==> src/srle_pkg.sv <==
`default_nettype none

package srle_pkg;

  // Decode modes held in the mode register. Code 3 decodes as raw.
  localparam logic [1:0] MODE_RAW      = 2'd0;
  localparam logic [1:0] MODE_BYTE_RLE = 2'd1;
  localparam logic [1:0] MODE_WORD_RLE = 2'd2;

  // Configuration register indexes.
  localparam int unsigned CFG_INDEX_W = 2;
  localparam logic [CFG_INDEX_W-1:0] CFG_MODE        = 2'd0;
  localparam logic [CFG_INDEX_W-1:0] CFG_PIXEL_COUNT = 2'd1;

  localparam logic [31:0] PIXEL_COUNT_RESET = 32'd1;

  // Result queue depth; must be a power of two and at least two.
  localparam int unsigned OUT_DEPTH = 4;

  typedef struct packed {
    logic [7:0] data_byte;
    logic       end_of_data;
  } in_t;

  typedef struct packed {
    logic [15:0] pixel;
    logic [15:0] repeat_res;
    logic        last_pixel;
    logic        error;
  } out_t;

  typedef struct packed {
    logic                   en;
    logic [CFG_INDEX_W-1:0] index;
    logic [31:0]            data;
  } cfg_wr_t;

  // Results produced by one byte: count is 0, 1 or 2, slot0 is filled first.
  typedef struct packed {
    logic [1:0] count;
    out_t       slot0;
    out_t       slot1;
  } push_t;

endpackage

`default_nettype wire

==> src/srle_in_reg.sv <==
`default_nettype none

module srle_in_reg (
  input  wire logic         clk,
  input  wire logic         rst,
  input  wire logic         byte_valid,
  output logic              byte_stall,
  input  wire srle_pkg::in_t byte_word,
  input  wire logic         take,
  output logic              held_valid,
  output srle_pkg::in_t     held_item
);

  logic accept;

  assign byte_stall = held_valid & ~take;
  assign accept     = byte_valid & ~byte_stall;

  always_ff @(posedge clk) begin
    if (rst) begin
      held_valid <= 1'b0;
    end else if (accept) begin
      held_valid <= 1'b1;
    end else if (take) begin
      held_valid <= 1'b0;
    end
  end

  always_ff @(posedge clk) begin
    if (accept) begin
      held_item <= byte_word;
    end
  end

endmodule

`default_nettype wire

==> src/srle_decode.sv <==
`default_nettype none

module srle_decode (
  input  wire logic             clk,
  input  wire logic             rst,
  input  wire srle_pkg::cfg_wr_t cfg,
  input  wire logic             item_valid,
  input  wire srle_pkg::in_t    item,
  input  wire logic             room,
  output logic                  take,
  output srle_pkg::push_t       push
);

  typedef enum logic [2:0] {
    PH_REC    = 3'd0,
    PH_SECOND = 3'd1,
    PH_VAL_LO = 3'd2,
    PH_VAL_HI = 3'd3,
    PH_LIT_LO = 3'd4,
    PH_LIT_HI = 3'd5
  } phase_t;

  logic [1:0]  mode;
  logic [31:0] pixel_count;
  phase_t      phase;
  logic [7:0]  held_byte;
  logic        half_pending;
  logic [15:0] record_count;
  logic [15:0] literal_left;
  logic [31:0] pixels_left;
  logic        finished;

  phase_t      phase_next;
  logic [7:0]  held_byte_next;
  logic        half_pending_next;
  logic [15:0] record_count_next;
  logic [15:0] literal_left_next;
  logic [31:0] pixels_left_next;
  logic        finished_next;

  logic [7:0]  b;
  logic        done_already;
  logic [15:0] e0_pix, e0_rep, e1_pix, e1_rep;
  logic [32:0] bytes_left;
  logic [15:0] nb, nb_rest;
  logic        first_half;
  logic [15:0] count_word, lit_dec;
  logic [16:0] rep_sum;
  logic        v0, v1, last0, last1, any_last;
  srle_pkg::out_t r0, r1;

  assign b    = item.data_byte;
  assign take = item_valid & room;
  assign done_already = finished | (pixels_left == 32'd0);

  // Byte RLE: bytes still needed to fill the frame, and the clipped run length.
  assign bytes_left = {pixels_left, 1'b0} - {32'd0, half_pending};
  assign nb         = ({17'd0, record_count} < bytes_left) ? record_count : bytes_left[15:0];
  assign first_half = half_pending & (nb != 16'd0);
  assign nb_rest    = nb - {15'd0, first_half};
  assign count_word = {b, held_byte};
  assign lit_dec    = literal_left - {15'd0, literal_left != 16'd0};

  always_comb begin
    phase_next        = phase;
    held_byte_next    = held_byte;
    half_pending_next = half_pending;
    record_count_next = record_count;
    literal_left_next = literal_left;
    e0_pix = {b, held_byte};
    e0_rep = 16'd0;
    e1_pix = {b, b};
    e1_rep = 16'd0;
    unique case (mode)
      srle_pkg::MODE_BYTE_RLE: begin
        if (phase == PH_REC) begin
          record_count_next = {{8{b[7]}}, b};
          phase_next        = PH_SECOND;
        end else begin
          phase_next = PH_REC;
          e0_rep     = {15'd0, first_half};
          e1_rep     = {1'b0, nb_rest[15:1]};
          if (first_half) begin
            half_pending_next = 1'b0;
          end
          if (nb_rest[0]) begin
            half_pending_next = 1'b1;
            held_byte_next    = b;
          end
        end
      end
      srle_pkg::MODE_WORD_RLE: begin
        unique case (phase)
          PH_SECOND: begin
            if (count_word[15]) begin
              literal_left_next = 16'd0 - count_word;
              phase_next        = PH_LIT_LO;
            end else begin
              record_count_next = count_word;
              phase_next        = PH_VAL_LO;
            end
          end
          PH_VAL_LO: begin
            held_byte_next = b;
            phase_next     = PH_VAL_HI;
          end
          PH_VAL_HI: begin
            e0_rep = ({16'd0, record_count} < pixels_left) ? record_count
                                                           : pixels_left[15:0];
            phase_next = PH_REC;
          end
          PH_LIT_LO: begin
            held_byte_next = b;
            phase_next     = PH_LIT_HI;
          end
          PH_LIT_HI: begin
            e0_rep            = 16'd1;
            literal_left_next = lit_dec;
            phase_next        = (lit_dec != 16'd0) ? PH_LIT_LO : PH_REC;
          end
          default: begin
            held_byte_next = b;
            phase_next     = PH_SECOND;
          end
        endcase
      end
      default: begin
        if (phase == PH_REC) begin
          held_byte_next = b;
          phase_next     = PH_SECOND;
        end else begin
          phase_next = PH_REC;
          e0_rep     = 16'd1;
        end
      end
    endcase
  end

  // Runs are clipped, so a run is the last one exactly when it reaches the remainder.
  assign rep_sum  = {1'b0, e0_rep} + {1'b0, e1_rep};
  assign v0       = e0_rep != 16'd0;
  assign v1       = e1_rep != 16'd0;
  assign last0    = {16'd0, e0_rep} >= pixels_left;
  assign last1    = {15'd0, rep_sum} >= pixels_left;
  assign any_last = (v0 & last0) | (v1 & last1);
  assign pixels_left_next = pixels_left - {15'd0, rep_sum};
  assign finished_next    = any_last | item.end_of_data;

  always_comb begin
    r0 = '{pixel: e0_pix, repeat_res: e0_rep, last_pixel: last0, error: 1'b0};
    r1 = '{pixel: e1_pix, repeat_res: e1_rep, last_pixel: last1, error: 1'b0};
    push = '0;
    if (take && !done_already) begin
      if (item.end_of_data && !any_last) begin
        // Data ran out before the frame filled: only the error word goes out.
        push.count = 2'd1;
        push.slot0 = '{pixel: 16'd0, repeat_res: 16'd0, last_pixel: 1'b0, error: 1'b1};
      end else if (v0) begin
        push.count = v1 ? 2'd2 : 2'd1;
        push.slot0 = r0;
        push.slot1 = r1;
      end else begin
        push.count = {1'b0, v1};
        push.slot0 = r1;
      end
    end
  end

  always_ff @(posedge clk) begin
    if (rst) begin
      mode         <= srle_pkg::MODE_RAW;
      pixel_count  <= srle_pkg::PIXEL_COUNT_RESET;
      phase        <= PH_REC;
      held_byte    <= 8'd0;
      half_pending <= 1'b0;
      record_count <= 16'd0;
      literal_left <= 16'd0;
      pixels_left  <= srle_pkg::PIXEL_COUNT_RESET;
      finished     <= 1'b0;
    end else if (cfg.en && (cfg.index == srle_pkg::CFG_MODE ||
                            cfg.index == srle_pkg::CFG_PIXEL_COUNT)) begin
      // Any register write restarts the frame.
      if (cfg.index == srle_pkg::CFG_MODE) begin
        mode        <= cfg.data[1:0];
        pixels_left <= pixel_count;
      end else begin
        pixel_count <= cfg.data;
        pixels_left <= cfg.data;
      end
      phase        <= PH_REC;
      held_byte    <= 8'd0;
      half_pending <= 1'b0;
      record_count <= 16'd0;
      literal_left <= 16'd0;
      finished     <= 1'b0;
    end else if (take) begin
      if (done_already) begin
        finished <= 1'b1;
      end else begin
        phase        <= phase_next;
        held_byte    <= held_byte_next;
        half_pending <= half_pending_next;
        record_count <= record_count_next;
        literal_left <= literal_left_next;
        pixels_left  <= pixels_left_next;
        finished     <= finished_next;
      end
    end
  end

endmodule

`default_nettype wire

==> src/srle_out_fifo.sv <==
`default_nettype none

module srle_out_fifo (
  input  wire logic            clk,
  input  wire logic            rst,
  input  wire srle_pkg::push_t push,
  output logic                 room,
  output logic                 run_valid,
  input  wire logic            run_stall,
  output srle_pkg::out_t       run_word
);

  localparam int unsigned PtrW = $clog2(srle_pkg::OUT_DEPTH);
  localparam int unsigned CntW = $clog2(srle_pkg::OUT_DEPTH + 1);

  srle_pkg::out_t slots [srle_pkg::OUT_DEPTH];
  logic [PtrW-1:0] wr_ptr, rd_ptr, wr_ptr_plus1;
  logic [CntW-1:0] count;
  logic            pop;

  assign wr_ptr_plus1 = wr_ptr + PtrW'(1);
  assign run_valid    = count != '0;
  assign run_word     = slots[rd_ptr];
  assign pop          = run_valid & ~run_stall;
  // Room for the two words a single byte can produce; the pop is left out
  // so that no path runs from the output stall to the input side.
  assign room = count <= CntW'(srle_pkg::OUT_DEPTH - 2);

  always_ff @(posedge clk) begin
    if (rst) begin
      wr_ptr <= '0;
      rd_ptr <= '0;
      count  <= '0;
    end else begin
      wr_ptr <= wr_ptr + PtrW'(push.count);
      if (pop) begin
        rd_ptr <= rd_ptr + PtrW'(1);
      end
      count <= count + CntW'(push.count) - CntW'(pop);
    end
  end

  always_ff @(posedge clk) begin
    if (push.count != 2'd0) begin
      slots[wr_ptr] <= push.slot0;
    end
    if (push.count == 2'd2) begin
      slots[wr_ptr_plus1] <= push.slot1;
    end
  end

endmodule

`default_nettype wire

==> src/sprite_rle_pixel_decoder.sv <==
`default_nettype none

// Sprite RLE pixel decoder: takes one compressed byte per word on the byte
// channel and returns 16-bit pixels as (pixel, repeat) run words on the run
// channel, in raw, byte run-length or word run-length mode, until the
// programmed pixel count is reached; a frame whose data ends early yields a
// single error word. A byte is taken every cycle while the four-word result
// queue has room for two words; a byte that yields two runs occupies the
// single output port for two words, so sustained rate is one byte per cycle
// at one run per byte while run_stall is low, and lower otherwise. With the
// result queue empty, a byte's first run passes the input register and then
// the result queue before it appears. Writing either register restarts the
// frame and is allowed only while the block is idle.

module sprite_rle_pixel_decoder (
  input  wire logic                             clk,
  input  wire logic                             rst,
  input  wire logic                             byte_valid,
  output logic                                  byte_stall,
  input  wire srle_pkg::in_t                    byte_word,
  output logic                                  run_valid,
  input  wire logic                             run_stall,
  output srle_pkg::out_t                        run_word,
  input  wire logic                             cfg_valid,
  output logic                                  cfg_ready,
  input  wire logic [srle_pkg::CFG_INDEX_W-1:0] cfg_index,
  input  wire logic [31:0]                      cfg_data
);

  logic              held_valid;
  srle_pkg::in_t     held_item;
  logic              take;
  logic              room;
  srle_pkg::push_t   push;
  srle_pkg::cfg_wr_t cfg;

  assign cfg_ready = 1'b1;
  assign cfg = '{en: cfg_valid, index: cfg_index, data: cfg_data};

  srle_in_reg u_in_reg (
    .clk        (clk),
    .rst        (rst),
    .byte_valid (byte_valid),
    .byte_stall (byte_stall),
    .byte_word  (byte_word),
    .take       (take),
    .held_valid (held_valid),
    .held_item  (held_item)
  );

  srle_decode u_decode (
    .clk        (clk),
    .rst        (rst),
    .cfg        (cfg),
    .item_valid (held_valid),
    .item       (held_item),
    .room       (room),
    .take       (take),
    .push       (push)
  );

  srle_out_fifo u_out_fifo (
    .clk       (clk),
    .rst       (rst),
    .push      (push),
    .room      (room),
    .run_valid (run_valid),
    .run_stall (run_stall),
    .run_word  (run_word)
  );

endmodule

`default_nettype wire

==> config.mk <==
export PLATFORM = sky130hd
export DESIGN_NAME = sprite_rle_pixel_decoder
export DESIGN_NICKNAME = d
export VERILOG_FILES = /design/src/srle_pkg.sv /design/src/srle_in_reg.sv /design/src/srle_decode.sv /design/src/srle_out_fifo.sv /design/src/sprite_rle_pixel_decoder.sv
export SDC_FILE = /design/constraint.sdc
export NUM_CORES = 1
export LEC_CHECK = 0
export ABC_CLOCK_PERIOD_IN_PS = 17000
export BUFFER_PORTS_ARGS = -buffer_cell sky130_fd_sc_hd__buf_2
export CAP_MARGIN = 25
export CORE_ASPECT_RATIO = 1.5
export CORE_MARGIN = 1
export CORE_UTILIZATION = 63
export DETAILED_ROUTE_END_ITERATION = 7
export PLACE_DENSITY = 0.85
export SLEW_MARGIN = 20
export SYNTH_ARGS = -nofsm -noshare
export SYNTH_HDL_FRONTEND = slang
export SYNTH_HIERARCHICAL = 1
export SYNTH_SLANG_ARGS = --single-unit
==> constraint.sdc <==
create_clock -name clk -period 17 [get_ports clk]
set_clock_uncertainty 0.1 [all_clocks]
set_input_delay 1.7 -clock clk [delete_from_list [all_inputs] [get_ports clk]]
set_output_delay 1.7 -clock clk [all_outputs]
set_load 0.005 [all_outputs]
==> results of run 1 <==
-- Yosys cell counts, types with 6 or more instances --
| library cell | count |
|---|---|
| buf_2 | 12 |
| o211ai_1 | 7 |
| nor3b_1 | 9 |
| and3_1 | 10 |
| nand3b_1 | 6 |
| mux4_2 | 34 |
| a21boi_0 | 6 |
| edfxtp_1 | 145 |
| nor2_1 | 169 |
| nor2b_1 | 22 |
| buf_1 | 10 |
| mux2_2 | 135 |
| ha_1 | 93 |
| nand2b_1 | 16 |
| a31oi_1 | 6 |
| or2_2 | 8 |
| dfxtp_1 | 121 |
| nand4_1 | 17 |
| nor3_1 | 54 |
| o31a_1 | 8 |
| nor4_1 | 25 |
| xnor2_1 | 66 |
| clkbuf_1 | 86 |
| o21a_1 | 13 |
| a21oi_1 | 113 |
| or4_1 | 9 |
| a21o_1 | 12 |
| inv_1 | 51 |
| buf_4 | 19 |
| a211oi_1 | 69 |
| xor2_1 | 42 |
| mux2i_1 | 71 |
| and2_1 | 10 |
| or3_1 | 15 |
| nand3_1 | 31 |
| nand2_1 | 159 |
| nor3_2 | 21 |
| buf_6 | 9 |
| o21ai_0 | 58 |
-- per-layer routing --
layer	routed length, um	GRT usage (%)	vias up
met3	3147	4.816	202
met5	0	0	-
met2	24080	57.68	654
met1	18850	39.99	6961
met4	3463	22.75	0
li1	-	-	6818
-- layout make-up --
| type | count | area [um2] |
|---|---|---|
| clock buffer | 30 | 654.4 |
| clock inverter | 16 | 117.6 |
| fill | 2094 | 8675 |
| inverter | 52 | 195.2 |
| multi-input combinational | 1403 | 10630 |
| sequential | 266 | 6778 |
| tap | 346 | 432.9 |
| timing repair buffer | 107 | 670.6 |
-- kinds of logic after synthesis --
| group | after synthesis | share of synthesized area [%] |
|---|---|---|
| AO/OA/AOI/OAI | 341 | 12.03 |
| XOR/XNOR | 108 | 5.198 |
| adder cells (fa/ha/maj) | 96 | 6.724 |
| buffers and inverters | 188 | 4.724 |
| flip-flops | 266 | 37.24 |
| multiplexers | 244 | 16.80 |
| other | 2 | 0.04127 |
| AND/OR/NAND/NOR | 611 | 17.25 |
-- worst paths after layout --
kind / start / endpoint / slack (ns) / depth (start not counted)
setup / recovery: u_decode/half_pending / u_out_fifo/slots[2][30] / 3.26 / 43
hold / removal: u_decode/pixel_count[26] / u_decode/pixel_count[26] / 0.35 / 2
setup reg to reg: u_decode/half_pending / u_out_fifo/slots[2][30] / 3.26 / 43
hold reg to reg: u_decode/pixel_count[26] / u_decode/pixel_count[26] / 0.35 / 2
-- state kept, by name, indices dropped and copies added (netlist names), named ones only --
name,flops
u_decode/pixel_count,32
u_decode/literal_left,16
u_in_reg/held_item,9
u_out_fifo/count,3
u_decode/phase,3
u_decode/record_count,16
u_out_fifo/slots,136
u_out_fifo/rd_ptr,2
u_in_reg/held_valid,1
u_decode/mode,2
u_decode/pixels_left,32
u_decode/held_byte,8
u_decode/finished,1
u_out_fifo/wr_ptr,2
u_decode/half_pending,1
-- report_power, final --
group	total, mW	internal (mW)	switching (mW)
Combinational	0.470	0.201	0.269
Sequential	0.754	0.710	0.0430
Clock	0.541	0.292	0.249
-- worst min-delay path: stages (launching register included) --
cell and delay, ns:
dfxtp_1 0.31, nand2_1 0.05, a21oi_1 0.05
==> metrics.cfg, run 1 <==
[route]
drt_pass1_iterations=5
drc_errors=0
antenna_left=0
vias=14635
viasPerCell=6.592
wirelength_um=49550
drt_iter0_markers=1228
wl_per_cell_um=22.32

[global_route]
grt_usage_pct=33.98
grt_first_pass_wirelength_um=78190
grt_max_degree=73
grt_pass1_vias=14466
grt_antenna_before_repair=0
grt_overflow=0

[die]
die_w_um=140.8
dieArea_um2=29580
core_area_um2=28150
num_rows=75
io_pins=85
start_util_pct=64.64
die_h_um=210.2

[clocking]
clkSinkCount=266
root_buffer=clkbuf_16
cts_buffers=25
cts_tree=built
post_cts_resized=0
cts_hold_buffers=0
clockBufferDepth=3
cts.htree.levels=1
clk_pin_slew_ns=0.07
clkLatencyLatePin_ns=0.56
cts_setup_buffers=0

[synth]
synth_top_area_share_pct=23.93
syn-instance-count=1856
seq_area_frac_synth_pct=37.24
synth_edf_count=145
ys_seq_elements=266
yosysWarnings=6
synth_area_leaders=edfxtp_1, dfxtp_1, mux2_2
ys.flop_type=edfxtp_1
async_reset_ff_share_pct=0
syn_area_per_cell_um2=9.805
syn_area_um2=18200
synth_cell_types=87
yosysTopAreaCell=edfxtp_1

[layout]
finalNonFillerCells=2220
syn_to_final_growth_pct=7.034
final_cell_mix=nor2_1, nand2_1, edfxtp_1
n_antenna_cell=0
drive_gt1_share_pct=19.64
fin_nets=1999
final_common_cell=nor2_1
utilization_pct=69.19
final_area_um2=19480

[sta]
hold_ws_ns=0.3505
slew_violations=0
worstMarginPinSlew_ns=1.038
rsz0062_at_grt=no
slew_headroom_pct=30.73
fin_crit_sh_pct=80.80
hold_viol_final=0
fmax_ghz=0.07280
fin_ws_ns=3.264
fin_crit_ns=13.74
setup_viol=0
fin_setup_tns_ns=0

[power]
ir_worst_vdd_mv=0.1021
p_leak_nw=7.251
power_mw=1.764
power_density_nw_per_um2=90.55

[critical_path]
end_kind=register
start_kind=register
worstSetupPathType=reg -> reg
critPathArrivalTime_ns=13.87
worst_path_max_delay_cell=or4_1
path_max_fanout=35
worstPathRequired_ns=17.14
crit_buf_inv=4
slowest_delay_ns=0.94
cp_top_family=compound AO/OA/AOI/OAI gates

[run_status]
outcome=finished clean

[placed_design]
place_ws_ns=3.572
portBuffers=83
placed_cell_area_um2=18670
gp_congestion=1.062
dp_cells=2172
hpwl_um=35820

[job]
maxCapViolCount=0

[worst_hold_path]
hold_path_class=reg -> reg

Power figures use the tool's default switching activity.
==> run 2, diff against run 1 <==
--- a/config.mk
+++ b/config.mk
@@ -5,14 +5,14 @@
 export SDC_FILE = /design/constraint.sdc
 export NUM_CORES = 1
 export LEC_CHECK = 0
-export ABC_CLOCK_PERIOD_IN_PS = 17000
+export ABC_CLOCK_PERIOD_IN_PS = 12300
 export BUFFER_PORTS_ARGS = -buffer_cell sky130_fd_sc_hd__buf_2
 export CAP_MARGIN = 25
 export CORE_ASPECT_RATIO = 1.5
 export CORE_MARGIN = 1
-export CORE_UTILIZATION = 63
+export CORE_UTILIZATION = 57
 export DETAILED_ROUTE_END_ITERATION = 7
-export PLACE_DENSITY = 0.85
+export PLACE_DENSITY = 0.82
 export SLEW_MARGIN = 20
 export SYNTH_ARGS = -nofsm -noshare
 export SYNTH_HDL_FRONTEND = slang
==> constraint.sdc (replaced) <==
create_clock -name clk -period 12.3 [get_ports clk]
set_clock_uncertainty 0.1 [all_clocks]
set_input_delay 1.23 -clock clk [delete_from_list [all_inputs] [get_ports clk]]
set_output_delay 1.23 -clock clk [all_outputs]
set_load 0.005 [all_outputs]
==> run 2 against run 1 <==
Non-clock buffer count up 22. Worst setup slack got worse by 2.4 ns. Core utilization shrank 5.9 points. Clock power up 42%. Clock-buffer cell count up 2. First-iteration DRC count decreased by 13%. Register-to-register slack worse by 2.4 ns. Critical path type unchanged.
==> metrics.cfg, run 2 (synthesis results as in run 1) <==
[run_status]
outcome=finished clean

[layout]
largest_register_ffs=136  ; unchanged
fin_nets=2020  ; +1.1%
final_cell_mix=nor2_1, nand2_1, edfxtp_1
largestRegisters=u_out_fifo/slots: 136 flops, u_decode/pixel_count: 32 flops, u_decode/pixels_left: 32 flops
n_antenna_cell=0  ; unchanged
fill_cells=2519  ; +20%
drive_gt1_share_pct=20.96  ; +1.3 points
top_register=u_out_fifo/slots
final_common_cell=nor2_1
syn_to_final_growth_pct=8.643

[critical_path]
worst_path_max_delay_cell=dfxtp_1
start_kind=register
worstSetupPathType=reg -> reg
slowest_delay_ns=0.55  ; -0.39 ns
cp-startpoint=u_decode/half_pending
critPathArrivalTime_ns=11.60  ; -2.27 ns
path_max_fanout=22  ; -37%
worstPathRequired_ns=12.49  ; -4.65 ns
r2r-start=u_decode/half_pending
end_kind=register

[sta]
fin_ws_ns=0.8971  ; -2.366 ns
slew_violations=0  ; unchanged
fin_crit_ns=11.40  ; -2.334 ns
hold_viol_final=0  ; unchanged
fmax_ghz=0.08770  ; +20%
worstMarginPinSlew_ns=1.015  ; -0.02284 ns
setup_viol=0  ; unchanged
fin_setup_tns_ns=0  ; unchanged
fin_crit_sh_pct=92.71  ; +12 points
rsz0062_at_grt=no
slew_headroom_pct=32.33  ; +1.6 points

[placed_design]
portBuffers=83  ; unchanged
place_ws_ns=0.6082  ; -2.964 ns
hpwl_um=36190  ; +1.0%
gp_congestion=1.023  ; -3.7%

[clocking]
clockBufferDepth=3  ; unchanged
cts.htree.levels=1  ; unchanged
clkSinkCount=266  ; unchanged
root_buffer=clkbuf_16
cts_buffers=24  ; -4.0%
cts_setup_buffers=0  ; unchanged
cts_hold_buffers=0  ; unchanged
clk_pin_slew_ns=0.07  ; about the same
cts_tree=built
clkLatencyLatePin_ns=0.55  ; about the same

[die]
start_util_pct=58.26  ; -6.4 points
die_w_um=147.9  ; +5.1%
dieArea_um2=32660  ; +10%
num_rows=79  ; +5.3%
io_pins=85  ; unchanged
core_area_um2=31240  ; +11%
die_h_um=220.8  ; +5.1%

[route]
wirelength_um=50150  ; +1.2%
vias=14655  ; +0.14%
drt_iter0_markers=1064  ; -13%
antenna_left=0  ; unchanged
drc_errors=0  ; unchanged
wl_per_cell_um=21.81  ; -2.3%
viasPerCell=6.375  ; -3.3%
drt_pass1_iterations=5  ; unchanged

[global_route]
grt_antenna_before_repair=1  ; +1
grt_max_degree=73  ; unchanged
grt_first_pass_wirelength_um=78910  ; +0.92%
grt_pass1_vias=14515  ; +0.34%
grt_usage_pct=30.64  ; -3.3 points
grt_overflow=0  ; unchanged

[power]
p_leak_nw=7.401  ; +2.1%
ir_worst_vdd_mv=0.1228  ; +20%
power_density_nw_per_um2=124.9  ; +38%

[worst_hold_path]
hold_path_class=reg -> reg
min_from=u_decode/pixel_count[6]

[job]
maxCapViolCount=0  ; unchanged

run 2: changes by cell type in the layout (fill, tap and decap cells not counted), sizes merged:
cell      change
inv           +2
clkbuf        +2
clkinvlp      -1
clkinv        -6
buf          +22
bufinv        +1
run 2: per-layer routing:
| metal | GRT usage (%) | up-vias | part of all wire (%) |
|---|---|---|---|
| met1 | 36.26 | 7057 | 38 |
| li1 | - | 6847 | - |
| met5 | 0 | - | 0 |
| met4 | 17.92 | 0 | 5.9 |
| met3 | 3.732 | 160 | 6.0 |
| met2 | 53.04 | 591 | 50 |
run 2: power by group:
part	internal, mW	total, mW	switching [mW]
sequential	0.982	1.03	0.0518
clock	0.429	0.770	0.341
combinational	0.286	0.666	0.380
total	1.70	2.47	0.773
run 2: through the flow:
step                      util (%)  hold WS (ns)  cells  instance area (um2)  total power, mW
final                        63.30        0.3541   2299                19770            2.469
after detailed placement     60.51        0.3458   2253                18900            1.707
after floorplan                  -        0.3318   1857                18210            1.506
after global placement       60.43        0.3372   2252                18870            1.697
after global routing         63.30        0.3753   2299                19770            2.572
after CTS                    63.07        0.3545   2297                19700            2.469
run 2: repair_timing:
item | CTS | global route
setup endpoints to repair | 0 | 274
hold endpoints to repair | 0 | 0
gates resized for setup | 0 | 5
run 2: final timing paths:
| check | to | slack, ns | depth (start not counted) |
|---|---|---|---|
| worst max-delay path | u_out_fifo/slots[2][19] | 0.90 | 46 |
| worst min-delay path | u_decode/pixel_count[6] | 0.35 | 2 |
| worst max register to register | u_out_fifo/slots[2][19] | 0.90 | 46 |
| worst min register to register | u_decode/pixel_count[6] | 0.35 | 2 |
run 2: critical path: cells and delay by family (launching register included):
| kind | cells | cell delay [ns] |
|---|---|---|
| AOI/OAI and AO/OA | 18 | 3.30 |
| xor gates and xnor gates | 3 | 0.85 |
| adders and majority gates | 6 | 1.94 |
| buffers and inverters | 4 | 0.79 |
| DFF | 1 | 0.55 |
| muxes | 2 | 0.58 |
| and+or+nand+nor | 13 | 3.05 |
run 2: final cells by class:
| class | instances | area [um2] | area share, % |
|---|---|---|---|
| multi-input combinational | 1403 | 10660 | 53.90 |
| sequential | 266 | 6778 | 34.28 |
| timing repair buffer | 129 | 834.6 | 4.221 |
| clock buffer | 32 | 670.6 | 3.392 |
| tap | 405 | 506.7 | 2.563 |
| inverter | 52 | 195.2 | 0.9873 |
| clock inverter | 12 | 130.1 | 0.6582 |
==> run 3, diff against run 2 <==
--- a/config.mk
+++ b/config.mk
@@ -5,16 +5,14 @@
 export SDC_FILE = /design/constraint.sdc
 export NUM_CORES = 1
 export LEC_CHECK = 0
-export ABC_CLOCK_PERIOD_IN_PS = 12300
 export BUFFER_PORTS_ARGS = -buffer_cell sky130_fd_sc_hd__buf_2
 export CAP_MARGIN = 25
 export CORE_ASPECT_RATIO = 1.5
 export CORE_MARGIN = 1
-export CORE_UTILIZATION = 57
+export CORE_UTILIZATION = 63
 export DETAILED_ROUTE_END_ITERATION = 7
-export PLACE_DENSITY = 0.82
+export PLACE_DENSITY = 0.86
 export SLEW_MARGIN = 20
 export SYNTH_ARGS = -nofsm -noshare
 export SYNTH_HDL_FRONTEND = slang
-export SYNTH_HIERARCHICAL = 1
 export SYNTH_SLANG_ARGS = --single-unit
==> constraint.sdc (replaced) <==
create_clock -name clk -period 12.5 [get_ports clk]
set_clock_uncertainty 0.1 [all_clocks]
set_input_delay 1.25 -clock clk [delete_from_list [all_inputs] [get_ports clk]]
set_output_delay 1.25 -clock clk [all_outputs]
set_load 0.005 [all_outputs]
==> run 3 against run 2 <==
Via count up 3.0%. Critical path depth down 4. Global-route usage up 6.6 points. Sequential share of layout area up 1.4 points. Worst setup slack worse by 0.059 ns. Core utilization up 6.9 points. First-iteration DRC count up 30%. Synthesized area down 5.0%. Clock-buffer cell count unchanged.
==> metrics.cfg, run 3 <==
[run_status]
outcome=finished clean

[global_route]
grt_first_pass_wirelength_um=79710  ; +1.0%
grt_pass1_vias=14671  ; +1.1%
grt_antenna_before_repair=0  ; -1
grt_overflow=0  ; unchanged
grt_usage_pct=37.20  ; +6.6 points
grt_max_degree=71  ; -2.7%

[route]
antenna_left=0  ; unchanged
drt_pass1_iterations=6  ; +1
drt_iter0_markers=1381  ; +30%
wirelength_um=51610  ; +2.9%
vias=15091  ; +3.0%
wl_per_cell_um=23.04  ; +5.6%
viasPerCell=6.737  ; +5.7%
drc_errors=0  ; unchanged

[clocking]
cts_tree=built
cts_hold_buffers=0  ; unchanged
root_buffer=clkbuf_16
clkSinkCount=266  ; unchanged
cts.htree.levels=1  ; unchanged
clk_pin_slew_ns=0.07  ; about the same
clockBufferDepth=3  ; unchanged
clkLatencyLatePin_ns=0.56  ; about the same
cts_buffers=25  ; +4.2%

[sta]
setup_viol=0  ; unchanged
worstMarginPinSlew_ns=0.9279  ; -0.08716 ns
fin_setup_tns_ns=0  ; unchanged
rsz0062_at_grt=no
slew_violations=0  ; unchanged
hold_viol_final=0  ; unchanged
slew_headroom_pct=37.33  ; +5.0 points
fmax_ghz=0.08575  ; -2.2%
fin_crit_ns=11.66  ; +0.2586 ns
fin_crit_sh_pct=93.29  ; +0.59 points

[layout]
fill_cells=1990  ; -21%
largestRegisters=u_out_fifo.slots: 136 flops, u_decode.pixel_count: 32 flops, u_decode.pixels_left: 32 flops
drive_gt1_share_pct=14.29  ; -6.7 points
top_register=u_out_fifo.slots
final_common_cell=nand2_1
multi_input_area_um2=9902  ; -7.1%
final_cell_mix=nand2_1, nor2_1, edfxtp_1
regArea_um2=6698  ; -1.2%
syn_to_final_growth_pct=8.579  ; about the same
largest_register_ffs=136  ; unchanged
finalNonFillerCells=2240  ; -2.6%
fin_nets=2028  ; +0.40%
n_antenna_cell=0  ; unchanged

[synth]
synth_top_family_by_area=simple AND/OR/NAND/NOR gates
ys_seq_elements=266  ; unchanged
synth_xor_area_share_pct=4.760  ; -0.44 points
synth_area_leaders=edfxtp_1, dfxtp_1, ha_1
synth_edf_count=137  ; -5.5%
syn_area_um2=17300  ; -5.0%
seq_area_frac_synth_pct=38.72  ; +1.5 points
yosysMostFrequentCell=nand2_1
syn_area_per_cell_um2=9.319  ; -5.0%
synthSimpleGateAreaFrac_pct=18.73  ; +1.5 points
yosysWarnings=0  ; -6
synth_top_area_share_pct=23.78  ; -0.14 points
async_reset_ff_share_pct=0  ; unchanged
synth_fa_ha_area_share_pct=7.075  ; +0.35 points
synthMuxAreaShare_pct=8.066  ; -8.7 points
syn-instance-count=1856  ; unchanged
synth_fp_nets=2000
synth_cell_types=94  ; +8.0%
synth-compound-area-share_pct=18.27  ; +6.2 points
ys.flop_type=edfxtp_1
yosysTopAreaCell=edfxtp_1
synth_commonest_cells=nand2_1, nor2_1, edfxtp_1

[critical_path]
worst_path_max_delay_cell=o21ai_1
r2r_setup_slack_ns=0.84  ; -0.06 ns
crit_buf_inv=0  ; -4
start_kind=register
worstPathRequired_ns=12.80  ; +0.31 ns
critPathArrivalTime_ns=11.96  ; +0.36 ns
end_kind=register
cp_top_family=compound AO/OA/AOI/OAI gates
slowest_delay_ns=0.73  ; +0.18 ns
path_max_fanout=14  ; -36%
worstSetupPathType=reg -> reg

[power]
p_sw_share_pct=31.51  ; +0.20 points
p_seq_share_pct=41.3  ; -0.6 points
ir_worst_vdd_mv=0.1879  ; +53%
power_mw=2.468  ; about the same
p_int_mw=1.691  ; -0.32%
power_frac_comb_pct=26.9  ; about the same
p_leak_nw=6.672  ; -9.9%
power_density_nw_per_um2=131.4  ; +5.2%
clkPwrFrac_pct=31.9  ; +0.7 points
net-switching-power_mw=0.7778  ; +0.63%

[die]
die_h_um=204.9  ; -7.2%
dieArea_um2=28140  ; -14%
num_rows=73  ; -7.6%
die_w_um=137.3  ; -7.2%
io_pins=85  ; unchanged
start_util_pct=64.63  ; +6.4 points
core_area_um2=26760  ; -14%

[worst_hold_path]
hold_path_class=reg -> reg

[placed_design]
gp_congestion=1.048  ; +2.4%
hpwl_um=37900  ; +4.7%
portBuffers=83  ; unchanged
dp_cells=2194  ; -2.6%

[job]
maxCapViolCount=0  ; unchanged

run 3: cell type report:
class / instances / share of cell area (%)
multi-input combinational: 1402 / 52.72
sequential: 266 / 35.66
clock buffer: 32 / 3.578
timing repair buffer: 113 / 3.411
tap: 337 / 2.245
inverter: 76 / 1.519
clock inverter: 14 / 0.8594
run 3: cells by family (layout without fill, tap and decap cells):
kind of cell             after synthesis  in the layout
multiplexers                          96             96
adder cells (fa/ha/maj)               96             96
XOR/XNOR                              94             94
AO/OA/AOI/OAI                        467            467
other                                  1              1
buffers and inverters                188            235
flip-flops                           266            266
AND/OR/NAND/NOR                      648            648
run 3: worst paths after layout:
check / endpoint / from / depth (start not counted)
worst max-delay path: u_out_fifo.slots[3][26] / u_decode.half_pending / 42
worst min-delay path: u_decode.pixel_count[2] / u_decode.pixel_count[2] / 2
worst max register to register: u_out_fifo.slots[3][26] / u_decode.half_pending / 42
worst min register to register: u_decode.pixel_count[2] / u_decode.pixel_count[2] / 2
run 3: layer usage:
metal / vias up / GRT usage, % / share of wire (%)
li1: 6926 / - / -
met1: 7168 / 43.29 / 36
met2: 786 / 65.01 / 50
met3: 211 / 4.454 / 7.3
met4: 0 / 21.59 / 6.0
met5: - / 0 / 0
run 3: power groups by stage:
| stage | Combinational (mW) | Sequential (mW) | Clock [mW] |
|---|---|---|---|
| floorplan | 0.481 | 1.01 | 0 |
| global placement | 0.642 | 1.03 | 0 |
| detailed placement | 0.651 | 1.03 | 0 |
| CTS | 0.656 | 1.02 | 0.788 |
| global route | 0.726 | 1.02 | 0.817 |
| finish | 0.663 | 1.02 | 0.787 |
run 3: metrics by stage:
stage               hold WS, ns  setup WS [ns]  area (um2)  utilization, %
floorplan                0.3318          1.134       17300               -
global placement         0.3383          1.340       17930           66.99
detailed placement       0.3456         0.9779       17930           66.99
CTS                      0.3552         0.9305       18760           70.11
global route             0.3730       0.004970       18780           70.18
finish                   0.3558         0.8385       18780           70.18
run 3: worst register-to-register path: cells and delay by family (launching register included):
kind,cells,cell delay (ns)
AND/OR/NAND/NOR,14,3.33
XOR/XNOR,1,0.18
multiplexers,1,0.31
AO/OA/AOI/OAI,20,5.02
adder cells (fa/ha/maj),6,2.09
flip-flops,1,0.49
run 3: what timing repair did:
action	4_1_cts	5_1_grt
setup buffers	0	0
endpoints found under the setup margin	0	13
resized for setup	0	2
hold endpoints to repair	0	0
